--- config.mk ---
export PLATFORM = sky130hd
export DESIGN_NAME = char_lcd_nibble_sequencer_flat
export DESIGN_NICKNAME = d
export VERILOG_FILES = /design/src/design/clns_pkg.sv /design/src/design/clns_if.sv /design/src/design/char_lcd_nibble_sequencer.sv /design/src/design/clns_sequencer.sv /design/src/design/clns_datapath.sv /design/src/flat_wrapper.sv
export VERILOG_INCLUDE_DIRS = /design/src /design/src/design
export SDC_FILE = /design/constraint.sdc
export NUM_CORES = 1
export LEC_CHECK = 0
export BUFFER_PORTS_ARGS = -buffer_cell sky130_fd_sc_hd__buf_4
export CAP_MARGIN = 20
export CELL_PAD_IN_SITES_DETAIL_PLACEMENT = 1
export CELL_PAD_IN_SITES_GLOBAL_PLACEMENT = 2
export CORE_ASPECT_RATIO = 2
export CORE_MARGIN = 10
export CORE_UTILIZATION = 37
export DETAILED_ROUTE_END_ITERATION = 10
export PLACE_DENSITY_LB_ADDON = 0.1
export SLEW_MARGIN = 20
export SYNTH_ARGS = -nofsm -noshare
export SYNTH_HDL_FRONTEND = slang
export SYNTH_SLANG_ARGS = --single-unit
--- constraint.sdc ---
create_clock -name clk_i -period 5.2 [get_ports clk_i]
set_clock_uncertainty 0.2 [all_clocks]
set_input_delay 0.52 -clock clk_i [delete_from_list [all_inputs] [get_ports clk_i]]
set_output_delay 0.52 -clock clk_i [all_outputs]
set_load 0.005 [all_outputs]
--- src/design/char_lcd_nibble_sequencer_defines.svh ---
// Assertion macros used by the step counter (clns_sequencer) of the nibble sequencer RTL.
`ifndef CHAR_LCD_NIBBLE_SEQUENCER_DEFINES_SVH
`define CHAR_LCD_NIBBLE_SEQUENCER_DEFINES_SVH

// Checked out of reset only.
`define CLNS_ASSERT(name, prop, msg) \
  name: assert property (@(posedge clk_i) disable iff (!rst_ni) prop) \
    else $error(msg);

// Checked on every rising clock edge, reset included.
`define CLNS_ASSERT_ALWAYS(name, prop, msg) \
  name: assert property (@(posedge clk_i) prop) \
    else $error(msg);

`endif

--- src/design/clns_pkg.sv ---
// Types, constants and microcode table of the LCD nibble sequencer.
`default_nettype none

package clns_pkg;

  localparam int unsigned ModeW  = 3;
  localparam int unsigned ValueW = 8;
  localparam int unsigned HoldW  = 16;
  localparam int unsigned ColW   = 6;
  localparam int unsigned NibW   = 4;
  localparam int unsigned AddrW  = 7;

  typedef enum logic [ModeW-1:0] {
    MODE_NIBBLE = 3'd0,
    MODE_BYTE   = 3'd1,
    MODE_CHAR   = 3'd2,
    MODE_CURSOR = 3'd3,
    MODE_CLEAR  = 3'd4,
    MODE_INIT   = 3'd5
  } mode_e;

  localparam logic [HoldW-1:0]  PulseUs   = 16'd5;
  localparam logic [HoldW-1:0]  IdleUs    = 16'd15000;
  localparam logic [HoldW-1:0]  Wake1Us   = 16'd4100;
  localparam logic [HoldW-1:0]  WakeUs    = 16'd100;
  localparam logic [HoldW-1:0]  SetupUs   = 16'd53;
  localparam logic [HoldW-1:0]  ClearUs   = 16'd3000;
  localparam logic [HoldW-1:0]  CharUs    = 16'd46;
  localparam logic [ValueW-1:0] CursorCmd = 8'h80;
  localparam logic [ValueW-1:0] ClearCmd  = 8'h01;
  localparam logic [AddrW-1:0]  Row1Base  = 7'h40;

  localparam int unsigned UcDepth = 40;
  localparam int unsigned PcW     = $clog2(UcDepth);

  localparam logic [PcW-1:0] UcNibble = PcW'(0);
  localparam logic [PcW-1:0] UcByte   = PcW'(3);
  localparam logic [PcW-1:0] UcInit   = PcW'(7);

  typedef enum logic [1:0] {
    NIB_LO    = 2'd0,
    NIB_HI    = 2'd1,
    NIB_CONST = 2'd2
  } nib_sel_e;

  typedef enum logic [2:0] {
    HOLD_PULSE = 3'd0,
    HOLD_ZERO  = 3'd1,
    HOLD_REQ   = 3'd2,
    HOLD_IDLE  = 3'd3,
    HOLD_WAKE1 = 3'd4,
    HOLD_WAKE  = 3'd5,
    HOLD_SETUP = 3'd6,
    HOLD_CLEAR = 3'd7
  } hold_sel_e;

  typedef struct packed {
    nib_sel_e          nib_sel;
    logic [NibW-1:0]   cnib;
    logic              rs_req;
    logic              en;
    hold_sel_e         hold_sel;
    logic              last;
  } uword_t;

  // Sequencer to datapath
  typedef struct packed {
    logic   busy;
    logic   fire;
    uword_t word;
  } seq_stat_t;

  // Datapath to sequencer
  typedef struct packed {
    logic           start;
    logic [PcW-1:0] entry;
    logic           slot_free;
  } seq_req_t;

  function automatic uword_t uw(nib_sel_e sel, logic [NibW-1:0] c, logic rs,
                                logic en, hold_sel_e hs, logic last);
    uword_t w;
    w.nib_sel  = sel;
    w.cnib     = c;
    w.rs_req   = rs;
    w.en       = en;
    w.hold_sel = hs;
    w.last     = last;
    return w;
  endfunction

  function automatic logic [HoldW-1:0] hold_value(hold_sel_e hs,
                                                  logic [HoldW-1:0] req_wait);
    logic [HoldW-1:0] h;
    unique case (hs)
      HOLD_PULSE: h = PulseUs;
      HOLD_ZERO:  h = '0;
      HOLD_REQ:   h = req_wait;
      HOLD_IDLE:  h = IdleUs;
      HOLD_WAKE1: h = Wake1Us;
      HOLD_WAKE:  h = WakeUs;
      HOLD_SETUP: h = SetupUs;
      HOLD_CLEAR: h = ClearUs;
      default:    h = '0;
    endcase
    return h;
  endfunction

  // Microcode: request nibble, request byte, then the power-up program.
  function automatic uword_t ucode(logic [PcW-1:0] pc);
    uword_t w;
    unique case (pc)
      // nibble command
      6'd0:  w = uw(NIB_LO,    4'h0, 1'b0, 1'b0, HOLD_PULSE, 1'b0);
      6'd1:  w = uw(NIB_LO,    4'h0, 1'b0, 1'b1, HOLD_PULSE, 1'b0);
      6'd2:  w = uw(NIB_LO,    4'h0, 1'b0, 1'b0, HOLD_REQ,   1'b1);
      // byte transfer
      6'd3:  w = uw(NIB_HI,    4'h0, 1'b1, 1'b1, HOLD_PULSE, 1'b0);
      6'd4:  w = uw(NIB_LO,    4'h0, 1'b1, 1'b0, HOLD_ZERO,  1'b0);
      6'd5:  w = uw(NIB_LO,    4'h0, 1'b1, 1'b1, HOLD_PULSE, 1'b0);
      6'd6:  w = uw(NIB_LO,    4'h0, 1'b1, 1'b0, HOLD_REQ,   1'b1);
      // power-up: idle, then wake-up nibbles
      6'd7:  w = uw(NIB_CONST, 4'h0, 1'b0, 1'b0, HOLD_IDLE,  1'b0);
      6'd8:  w = uw(NIB_CONST, 4'h3, 1'b0, 1'b0, HOLD_PULSE, 1'b0);
      6'd9:  w = uw(NIB_CONST, 4'h3, 1'b0, 1'b1, HOLD_PULSE, 1'b0);
      6'd10: w = uw(NIB_CONST, 4'h3, 1'b0, 1'b0, HOLD_WAKE1, 1'b0);
      6'd11: w = uw(NIB_CONST, 4'h3, 1'b0, 1'b0, HOLD_PULSE, 1'b0);
      6'd12: w = uw(NIB_CONST, 4'h3, 1'b0, 1'b1, HOLD_PULSE, 1'b0);
      6'd13: w = uw(NIB_CONST, 4'h3, 1'b0, 1'b0, HOLD_WAKE,  1'b0);
      6'd14: w = uw(NIB_CONST, 4'h3, 1'b0, 1'b0, HOLD_PULSE, 1'b0);
      6'd15: w = uw(NIB_CONST, 4'h3, 1'b0, 1'b1, HOLD_PULSE, 1'b0);
      6'd16: w = uw(NIB_CONST, 4'h3, 1'b0, 1'b0, HOLD_WAKE,  1'b0);
      6'd17: w = uw(NIB_CONST, 4'h2, 1'b0, 1'b0, HOLD_PULSE, 1'b0);
      6'd18: w = uw(NIB_CONST, 4'h2, 1'b0, 1'b1, HOLD_PULSE, 1'b0);
      6'd19: w = uw(NIB_CONST, 4'h2, 1'b0, 1'b0, HOLD_WAKE,  1'b0);
      // function set 0x28
      6'd20: w = uw(NIB_CONST, 4'h2, 1'b0, 1'b1, HOLD_PULSE, 1'b0);
      6'd21: w = uw(NIB_CONST, 4'h8, 1'b0, 1'b0, HOLD_ZERO,  1'b0);
      6'd22: w = uw(NIB_CONST, 4'h8, 1'b0, 1'b1, HOLD_PULSE, 1'b0);
      6'd23: w = uw(NIB_CONST, 4'h8, 1'b0, 1'b0, HOLD_SETUP, 1'b0);
      // display off 0x08
      6'd24: w = uw(NIB_CONST, 4'h0, 1'b0, 1'b1, HOLD_PULSE, 1'b0);
      6'd25: w = uw(NIB_CONST, 4'h8, 1'b0, 1'b0, HOLD_ZERO,  1'b0);
      6'd26: w = uw(NIB_CONST, 4'h8, 1'b0, 1'b1, HOLD_PULSE, 1'b0);
      6'd27: w = uw(NIB_CONST, 4'h8, 1'b0, 1'b0, HOLD_SETUP, 1'b0);
      // clear 0x01
      6'd28: w = uw(NIB_CONST, 4'h0, 1'b0, 1'b1, HOLD_PULSE, 1'b0);
      6'd29: w = uw(NIB_CONST, 4'h1, 1'b0, 1'b0, HOLD_ZERO,  1'b0);
      6'd30: w = uw(NIB_CONST, 4'h1, 1'b0, 1'b1, HOLD_PULSE, 1'b0);
      6'd31: w = uw(NIB_CONST, 4'h1, 1'b0, 1'b0, HOLD_CLEAR, 1'b0);
      // entry mode 0x06
      6'd32: w = uw(NIB_CONST, 4'h0, 1'b0, 1'b1, HOLD_PULSE, 1'b0);
      6'd33: w = uw(NIB_CONST, 4'h6, 1'b0, 1'b0, HOLD_ZERO,  1'b0);
      6'd34: w = uw(NIB_CONST, 4'h6, 1'b0, 1'b1, HOLD_PULSE, 1'b0);
      6'd35: w = uw(NIB_CONST, 4'h6, 1'b0, 1'b0, HOLD_SETUP, 1'b0);
      // display on 0x0C
      6'd36: w = uw(NIB_CONST, 4'h0, 1'b0, 1'b1, HOLD_PULSE, 1'b0);
      6'd37: w = uw(NIB_CONST, 4'hC, 1'b0, 1'b0, HOLD_ZERO,  1'b0);
      6'd38: w = uw(NIB_CONST, 4'hC, 1'b0, 1'b1, HOLD_PULSE, 1'b0);
      6'd39: w = uw(NIB_CONST, 4'hC, 1'b0, 1'b0, HOLD_SETUP, 1'b1);
      default: w = uw(NIB_CONST, 4'h0, 1'b0, 1'b0, HOLD_ZERO, 1'b1);
    endcase
    return w;
  endfunction

endpackage

`default_nettype wire

--- src/design/clns_if.sv ---
// Request and pin-setting channel interfaces.
`default_nettype none

interface clns_req_if;
  import clns_pkg::*;
  logic                 valid;
  logic                 ready;
  logic [ModeW-1:0]     mode;
  logic [ValueW-1:0]    value;
  logic [HoldW-1:0]     delay_us;
  logic [ColW-1:0]      col;
  logic                 row;

  modport source (output valid, mode, value, delay_us, col, row, input ready);
  modport sink   (input valid, mode, value, delay_us, col, row, output ready);
endinterface

interface clns_rsp_if;
  import clns_pkg::*;
  logic               valid;
  logic               ready;
  logic [NibW-1:0]    nibble;
  logic               reg_select;
  logic               enable;
  logic [HoldW-1:0]   hold_us;
  logic               last;

  modport source (output valid, nibble, reg_select, enable, hold_us, last,
                  input ready);
  modport sink   (input valid, nibble, reg_select, enable, hold_us, last,
                  output ready);
endinterface

`default_nettype wire

--- src/design/char_lcd_nibble_sequencer.sv ---
// Top level: 4-bit character LCD pin sequencer, microcoded.
//
//   channel  dir  handshake        word
//   req_i    in   valid/ready      mode, value, delay_us, col, row
//   rsp_o    out  valid/ready      nibble, reg_select, enable, hold_us, last
//
// One pin setting leaves per cycle from the microcode step counter unless rsp_o
// stalls, so a request gives 3 (nibble), 4 (byte, character, cursor, clear) or
// 33 (init) pin settings; unused modes are accepted and give none.
// A new request is taken once the last word of the run is in the output register.
// A stall on rsp_o freezes the step counter; reset clears the run and output valid.
`default_nettype none

module char_lcd_nibble_sequencer
  import clns_pkg::*;
(
  input  wire logic   clk_i,
  input  wire logic   rst_ni,
  clns_req_if.sink    req_i,
  clns_rsp_if.source  rsp_o
);

  seq_stat_t stat;
  seq_req_t  ctl;

  clns_sequencer u_seq (
    .clk_i  (clk_i),
    .rst_ni (rst_ni),
    .req_i  (ctl),
    .stat_o (stat)
  );

  clns_datapath u_dp (
    .clk_i  (clk_i),
    .rst_ni (rst_ni),
    .req_i  (req_i),
    .rsp_o  (rsp_o),
    .stat_i (stat),
    .ctl_o  (ctl)
  );

endmodule

`default_nettype wire

--- src/design/clns_sequencer.sv ---
// Step counter and microcode fetch of the nibble sequencer.
`default_nettype none

`include "char_lcd_nibble_sequencer_defines.svh"

module clns_sequencer
  import clns_pkg::*;
(
  input  wire logic      clk_i,
  input  wire logic      rst_ni,
  input  wire seq_req_t  req_i,
  output seq_stat_t      stat_o
);

  logic           busy_q, busy_d;
  logic [PcW-1:0] pc_q, pc_d;
  uword_t         word;
  logic           fire;

  always_comb begin
    word = ucode(pc_q);
    fire = busy_q && req_i.slot_free;
  end

  always_comb begin
    busy_d = busy_q;
    pc_d   = pc_q;
    priority if (req_i.start) begin
      busy_d = 1'b1;
      pc_d   = req_i.entry;
    end else if (fire) begin
      // last word ends the run; the step counter steps on either way
      if (word.last) begin
        busy_d = 1'b0;
      end
      pc_d = pc_q + 1'b1;
    end
  end

  always_ff @(posedge clk_i or negedge rst_ni) begin
    if (!rst_ni) begin
      busy_q <= 1'b0;
      pc_q   <= '0;
    end else begin
      busy_q <= busy_d;
      pc_q   <= pc_d;
    end
  end

  assign stat_o.busy = busy_q;
  assign stat_o.fire = fire;
  assign stat_o.word = word;

  `CLNS_ASSERT_ALWAYS(a_idle_in_reset, !rst_ni |=> !busy_q, "busy while in reset")
  `CLNS_ASSERT(a_start_runs, req_i.start |=> busy_q, "start did not begin a run")
  `CLNS_ASSERT(a_last_ends, (fire && word.last) |=> !busy_q, "run kept going after last")
  `CLNS_ASSERT(a_step, (fire && !word.last) |=> (pc_q == PcW'($past(pc_q) + 1'b1)), "bad step")
  `CLNS_ASSERT(a_stall_hold, (busy_q && !fire) |=> $stable(pc_q), "step moved under stall")
  `CLNS_ASSERT(a_pc_range, busy_q |-> (pc_q < PcW'(UcDepth)), "step counter out of table")

endmodule

`default_nettype wire

--- src/design/clns_datapath.sv ---
// Request decode, operand registers and pin-setting output register.
`default_nettype none

module clns_datapath
  import clns_pkg::*;
(
  input  wire logic       clk_i,
  input  wire logic       rst_ni,
  clns_req_if.sink        req_i,
  clns_rsp_if.source      rsp_o,
  input  wire seq_stat_t  stat_i,
  output seq_req_t        ctl_o
);

  logic [ValueW-1:0] op_q, op_d;
  logic              rs_q, rs_d;
  logic [HoldW-1:0]  wait_q, wait_d;
  logic              acc;
  logic [AddrW-1:0]  addr;
  logic              start;
  logic [PcW-1:0]    entry;

  logic              out_valid_q;
  logic [NibW-1:0]   nib_q, nib_d;
  logic              rs_out_q;
  logic              en_q;
  logic [HoldW-1:0]  hold_q;
  logic              last_q;

  assign req_i.ready = !stat_i.busy;
  assign acc         = req_i.valid && req_i.ready;

  always_comb begin
    addr   = {1'b0, req_i.col} + (req_i.row ? Row1Base : '0);
    op_d   = req_i.value;
    rs_d   = 1'b0;
    wait_d = req_i.delay_us;
    start  = acc;
    entry  = UcByte;
    unique case (mode_e'(req_i.mode))
      MODE_NIBBLE: entry = UcNibble;
      MODE_BYTE:   entry = UcByte;
      MODE_CHAR: begin
        rs_d   = 1'b1;
        wait_d = CharUs;
      end
      MODE_CURSOR: begin
        op_d   = CursorCmd | {1'b0, addr};
        wait_d = CharUs;
      end
      MODE_CLEAR: begin
        op_d   = ClearCmd;
        wait_d = ClearUs;
      end
      MODE_INIT:   entry = UcInit;
      default:     start = 1'b0;   // unused modes give no words
    endcase
  end

  assign ctl_o.start     = start;
  assign ctl_o.entry     = entry;
  assign ctl_o.slot_free = !out_valid_q || rsp_o.ready;

  always_ff @(posedge clk_i) begin
    if (acc) begin
      op_q   <= op_d;
      rs_q   <= rs_d;
      wait_q <= wait_d;
    end
  end

  always_comb begin
    unique case (stat_i.word.nib_sel)
      NIB_LO:    nib_d = op_q[NibW-1:0];
      NIB_HI:    nib_d = op_q[ValueW-1:NibW];
      NIB_CONST: nib_d = stat_i.word.cnib;
      default:   nib_d = stat_i.word.cnib;
    endcase
  end

  always_ff @(posedge clk_i or negedge rst_ni) begin
    if (!rst_ni) begin
      out_valid_q <= 1'b0;
    end else if (stat_i.fire) begin
      out_valid_q <= 1'b1;
    end else if (rsp_o.ready) begin
      out_valid_q <= 1'b0;
    end
  end

  always_ff @(posedge clk_i) begin
    if (stat_i.fire) begin
      nib_q    <= nib_d;
      rs_out_q <= stat_i.word.rs_req && rs_q;
      en_q     <= stat_i.word.en;
      hold_q   <= hold_value(stat_i.word.hold_sel, wait_q);
      last_q   <= stat_i.word.last;
    end
  end

  assign rsp_o.valid      = out_valid_q;
  assign rsp_o.nibble     = nib_q;
  assign rsp_o.reg_select = rs_out_q;
  assign rsp_o.enable     = en_q;
  assign rsp_o.hold_us    = hold_q;
  assign rsp_o.last       = last_q;

endmodule

`default_nettype wire

--- src/flat_wrapper.sv ---
// flat-port wrapper written by rule: the top's interface ports become plain ports
module char_lcd_nibble_sequencer_flat import clns_pkg::*;
  (clk_i, rst_ni, req_i_valid, req_i_mode, req_i_value, req_i_delay_us, req_i_col, req_i_row, req_i_ready, rsp_o_valid, rsp_o_nibble, rsp_o_reg_select, rsp_o_enable, rsp_o_hold_us, rsp_o_last, rsp_o_ready);
  clns_req_if req_i_i ();
  clns_rsp_if rsp_o_i ();
  input  wire logic clk_i;
  input  wire logic rst_ni;
  input wire logic [$bits(req_i_i.valid)-1:0] req_i_valid;
  input wire logic [$bits(req_i_i.mode)-1:0] req_i_mode;
  input wire logic [$bits(req_i_i.value)-1:0] req_i_value;
  input wire logic [$bits(req_i_i.delay_us)-1:0] req_i_delay_us;
  input wire logic [$bits(req_i_i.col)-1:0] req_i_col;
  input wire logic [$bits(req_i_i.row)-1:0] req_i_row;
  output wire logic [$bits(req_i_i.ready)-1:0] req_i_ready;
  output wire logic [$bits(rsp_o_i.valid)-1:0] rsp_o_valid;
  output wire logic [$bits(rsp_o_i.nibble)-1:0] rsp_o_nibble;
  output wire logic [$bits(rsp_o_i.reg_select)-1:0] rsp_o_reg_select;
  output wire logic [$bits(rsp_o_i.enable)-1:0] rsp_o_enable;
  output wire logic [$bits(rsp_o_i.hold_us)-1:0] rsp_o_hold_us;
  output wire logic [$bits(rsp_o_i.last)-1:0] rsp_o_last;
  input wire logic [$bits(rsp_o_i.ready)-1:0] rsp_o_ready;
  assign req_i_i.valid = req_i_valid;
  assign req_i_i.mode = req_i_mode;
  assign req_i_i.value = req_i_value;
  assign req_i_i.delay_us = req_i_delay_us;
  assign req_i_i.col = req_i_col;
  assign req_i_i.row = req_i_row;
  assign req_i_ready = req_i_i.ready;
  assign rsp_o_valid = rsp_o_i.valid;
  assign rsp_o_nibble = rsp_o_i.nibble;
  assign rsp_o_reg_select = rsp_o_i.reg_select;
  assign rsp_o_enable = rsp_o_i.enable;
  assign rsp_o_hold_us = rsp_o_i.hold_us;
  assign rsp_o_last = rsp_o_i.last;
  assign rsp_o_i.ready = rsp_o_ready;
  char_lcd_nibble_sequencer u_core (.clk_i(clk_i), .rst_ni(rst_ni), .req_i(req_i_i), .rsp_o(rsp_o_i));
endmodule
======== Word level (Yosys, flattened, before mapping) ========
Memory sizes are Yosys's and may differ from the RTL's.
Index checks and enable logic that the tools add are counted.
word-level totals
  output and inout port bits .............. 25
  bits of input ports ..................... 38
  memories kept ........................... 1
  bits in read-only memories .............. 768
  logic and storage cells ................. 57
  bits in registers ....................... 56
operators by class
  muxes and demuxes ....................... 15
  reduce and logical (&&, ||, !) cells .... 15
  eq/ne operators ......................... 13
  add/subtract/negate cells ............... 2
memories
  memory           depth  bits a word  read ports  clocked after Yosys merged registers in  write ports  line             RTL
  (no name shown)  64     12           1           0                                        0            clns_pkg.sv:112  unique case (pc)
operator list
  operator             count
  $pmux 16 s8          1
  $pmux 16 s2          1
  $eq 3x3->1 const B   6
  $pmux 8 s2           1
  $eq 3x2->1 const B   4
  $mux 6               2
  $pmux 4 s2           1
  $add 6x7->7          1
  $mux 1               7
  $mux 7               1
  $add 6x1->6 const B  1
  $eq 3x1->1 const B   2
  $logic_not 3->1      2
  $pmux 3 s2           1
  $reduce_bool 2->1    3
  $reduce_or 6->1      1
  $logic_and 1x1->1    3
  $eq 2x1->1 const B   1
  $logic_not 1->1      2
  $logic_not 2->1      1
  $reduce_and 2->1     1
  $reduce_or 2->1      1
  $logic_or 1x1->1     1

======== Longest topological paths before layout ========
  depth after elaboration ................. 5
  mapped depth ............................ 11
  mapped depth without buffers ............ 7

======== Cells and area by module ========
A second synthesis with hierarchy kept.
unflattened totals
  cell total of the unflattened synthesis .. 289
  area total of the unflattened synthesis .. 3000.4 µm²
modules (own cells, without submodules)
  module          cells each  seq. area each (µm²)  times used  area each (µm²)
  clns_datapath   181         1466.4                1           2197.1
  clns_sequencer  108         175.2                 1           803.3

======== Worst setup path after synthesis ========
OpenSTA, ideal clock, no wires.
  path type ............................... input to register
  start ................................... input port req_i_valid
  end ..................................... register u_core.u_seq.pc_q[1]
  stages .................................. 4
  data required time ...................... 4.874 ns
  path buffers ............................ 0
  library setup time ...................... 0.126 ns
  slack ................................... 2.211 ns
  arrival time ............................ 2.662 ns
  cells stage by stage .................... nor2b_1 > a21boi_1 > nor2_1 > a221o_1
between the ends
  cells in the longest elaborated chain, start to end .. 3
  elaborated cells on any way between the ends .. 4
  classes of those cells .................. mux: 2; reduce/logical: 2
ends and longest elaborated chain
  item                                                line                  RTL
  start: declaration                                  flat_wrapper.sv:8     input wire logic [$bits(req_i_i.valid)-1:0] req_i_valid;
  $logic_and 1x1->1 *                                 clns_datapath.sv:31   assign acc = req_i.valid && req_i.ready;
  $mux 1 *                                            clns_datapath.sv:40   unique case (mode_e'(req_i.mode))
  $mux 6 / $reduce_bool 2->1 (equally long branches)  n/a
  end signal: assignment                              clns_sequencer.sv:46  pc_q <= pc_d;
  end: declaration                                    clns_sequencer.sv:16  logic [PcW-1:0] pc_q, pc_d;
Every way passes the cells marked *; elsewhere a longest branch is shown, timed or not.
A chain may end at the register's enable or synchronous reset.

======== Worst setup path in the final report ========
  start ................................... register u_core.u_seq.pc_q[2]
  end ..................................... register u_core.u_dp.hold_q[12] (netlist: u_core.u_dp.rsp_o.hold_us[12]), data pin
between the ends
  cells in the longest elaborated chain, start to end .. 3
  elaborated cells on any way between the ends .. 10
  classes of those cells .................. eq/ne: 7; mux: 1; reduce/logical: 1; memory: 1
ends and longest elaborated chain
  item                                line                 RTL
  $mem_v2 64x12 *                     n/a
  $eq 3x3->1 (tied with other cells)  clns_pkg.sv:95       unique case (hs)
  $pmux 16 s8 *                       clns_pkg.sv:95
  end signal: assignment              clns_datapath.sv:96  hold_q <= hold_value(stat_i.word.hold_sel, wait_q);
  end: declaration                    clns_datapath.sv:27  logic [HoldW-1:0] hold_q;
Marked as above.

==> reports/qor.yml <==
hpwlAfterDp_um: 5920
timing.setup.critical_path_class: "register to register"
hp-class: "input port to register"
cts.sink_count: 56
port_buffers: 62
fin_total_pwr_mw: 2.09
drt_first_iter_violations: 85
critPathLaunch: "u_core.u_seq.pc_q[2]"
final.setup.worst_slack_ns: 2.32
num_vias: 2196
fillerInstances: 889
layout.area.seq_um2: 1640
worst_path_max_stage_delay_ns: 0.73
crit_family: "simple AND/OR/NAND/NOR gates"
critical_path.max_fanout: 19
dieArea_um2: 12100
ys_top_cells_by_count: "sky130_fd_sc_hd__edfxtp_1, sky130_fd_sc_hd__nor2_1, sky130_fd_sc_hd__a21oi_1"
grt_overflow: 0
postLayoutCellArea_um2: 3600
cts-root-to-sink-buffers: 2
flip_flop_cell_with_the_highest_count_after_synthesis: "sky130_fd_sc_hd__edfxtp_1"
die-width_um: 82.9
fin_setup_tns_ns: 0
antenna_violating_nets_post_route: 0
clock_tree.root_cell: "sky130_fd_sc_hd__clkbuf_16"
via_density_per_instance: 5.25
synth-edff-count: 48
post_synth_instance_area_um2: 2930
max_cap_violations: 0
post-place-ws_ns: 2.33
insertion_delay_ns: 0.29
kind_of_start_point_of_the_critical_path: "register"
worst_voltage_drop_across_the_vdd_grid_mv: 0.337
instances_no_fill: 418
place_inst: 409
mappedNetlistNets: 313
critical_path_data_required_time_ns: 5.03
dominant_combinational_cell_family_by_area_after_synthesis: "simple AND/OR/NAND/NOR gates"
synthCells: 267
max_freq_mhz: 347
power_density_nw_per_um2: 582
boundaryPins: 63
start_util_pct: 38.2
setup_violations: 0
grt_pass1_vias: 2461
ys_ff_latch: 56
arrival_ns: 2.71
run_status: "finished, final reports clean"
number_of_detailed_route_iterations_in_the_first_pass: 4
fraction_of_final_layout_cells_sized_beyond_drive_strength_1_pct: 25.0
synth.area.mux_share_pct: 2.82
grt_start_max_net_pins: 29
critical_path.cell_chain: "inv_1, ha_1, or3b_1, o311ai_1, and3_4, nand2b_1, o22ai_1"
number_of_antenna_violations_at_the_first_check_in_global_routing: 0
drc: 0
num_antenna_cells: 0
clk_transition_reported_paths_ns: 0.07
cts-htree-levels: 2
yosys.cell_types.count: 50
gp_routability_congestion: 0.827
post-synth-top-area-fraction_pct: 49.3
grt_first_pass_wirelength_um: 12600
synth_xor_xnor_area_share_pct: 1.20
post-route-period-util_pct: 55.5
total_clock_buffers_created_by_cts: 5
grtUsageTotal_pct: 12.7
worst_slew_pin_slew_ns: 0.709
wl_per_cell_um: 18.2
finalHoldViolCount: 0
finalWorstPathRequiredPeriod_ns: 2.88
syn-mean-instance-area_um2: 11.0
wirelength_um: 7620
multi_input_gate_area_um2: 1150
p_leak_nw: 1.45
placed_area_um2: 3440
die_h_um: 146
synth_compound_gate_area_share_pct: 15.3
post_synth_and_or_nand_nor_area_fraction_pct: 16.6
yosys.cell_count.top_type: "sky130_fd_sc_hd__edfxtp_1"
synth_adder_area_share_pct: 3.42
worst_r2r_startpoint: "u_core.u_seq.pc_q[2]"
yosysTopAreaCell: "sky130_fd_sc_hd__edfxtp_1"
max_slew_headroom_at_the_worst_pin_pct: 52.6
setup_repair_after_global_routing_missed_its_margin: "no"
path_buf_inv: 1
cts_tree: "done"
end_kind: "register"
floorplan.core_area_um2: 7660
final_net_count: 369
worst_path_max_delay_cell: "sky130_fd_sc_hd__dfrtp_1"
fp-row-count: 45
area_growth_syn_to_layout_pct: 22.9
synth.top_cells.by_area: "sky130_fd_sc_hd__edfxtp_1, sky130_fd_sc_hd__dfrtp_1, sky130_fd_sc_hd__a21oi_1"
max_slew_violation_count: 0
share_of_synthesized_registers_carrying_an_async_set_or_reset_pct: 14.3
synth.yosys.warnings: 0
synth_sequential_area_ratio_pct: 56.1
min_from: "req_i_delay_us[3]"
==> metal layers <==
layer / wire [um] / up-vias / part of all wire [%] / GRT usage [%]
met5: 0 / - / 0 / 0
met4: 167 / 0 / 2.2 / 4.97
met3: 333 / 9 / 4.4 / 3.02
met2: 4500 / 52 / 59 / 25.8
met1: 2630 / 1057 / 34 / 11.2
li1: - / 1078 / - / -
==> where the power goes <==
group | total [mW] | switching (mW) | internal (mW)
combinational | 0.927 | 0.507 | 0.420
clock | 0.338 | 0.158 | 0.180
sequential | 0.827 | 0.114 | 0.713
==> final timing paths <==
| check | endpoint | slack, ns | depth (start not counted) |
|---|---|---|---|
| worst max register to register | u_core.u_dp.rsp_o.hold_us[12] | 2.32 | 7 |
| worst min-delay path | u_core.u_dp.wait_q[3] | 0.28 | 2 |
| worst min register to register | u_core.u_dp.rsp_o.hold_us[15] | 0.33 | 1 |
| worst max-delay path | u_core.u_dp.rsp_o.hold_us[12] | 2.32 | 7 |
| min in group asynchronous | u_core.u_seq.pc_q[5] | 0.38 | 2 |
| max in group asynchronous | u_core.u_seq.pc_q[2] | 4.29 | 2 |
==> stage by stage <==
step	hold slack (ns)	utilization [%]
4_1_cts	0.277	47.0
6_report	0.280	47.0
5_1_grt	0.291	47.0
2_1_floorplan	0.0244	-
3_3_place_gp	0.149	44.9
3_5_place_dp	0.153	44.9
==> cells by family after synthesis <==
kind of cell,after synthesis
and+or+nand+nor,93
AOI/OAI and AO/OA,69
DFF,56
buffers and inverters,29
muxes,8
adders and majority gates,8
xor gates and xnor gates,4
==> area by class of cell <==
cell class / instances / share of cell area, %
flip-flops and latches: 56 / 45.7
repair buffers: 65 / 13.6
inverters: 13 / 1.36
clock buffers: 5 / 3.48
multi-input cells: 182 / 32.0
clock inverters: 3 / 0.592
well taps: 94 / 3.27
==> flip-flops by register name, summed over array words and instances, names as in the netlist <==
name	count
u_core.u_dp.op_q	8
u_core.u_dp.rsp_o.last	1
u_core.u_dp.rs_q	1
u_core.u_dp.wait_q	16
u_core.u_dp.rsp_o.enable	1
u_core.u_dp.rsp_o.hold_us	16
u_core.u_dp.rsp_o.valid	1
u_core.u_seq.pc_q	6
u_core.u_dp.rsp_o.reg_select	1
u_core.u_dp.rsp_o.nibble	4
u_core.u_seq.busy_q	1
==> timing repair <==
action,CTS,global route
gates resized for setup,0,0
buffers inserted,0,0
endpoints found under the hold margin,8,0
hold buffers,1,0
==> cell usage in the layout (no fill, tap or decap), drive strengths merged, types with 9 or more instances in the layout <==
master	n
a21oi	24
and2	13
buf	64
edfxtp	48
inv	14
nand2	19
nand2b	12
nor2	29
o21ai	9
o22ai	12
No activity file was read; power rests on OpenSTA's default activity.
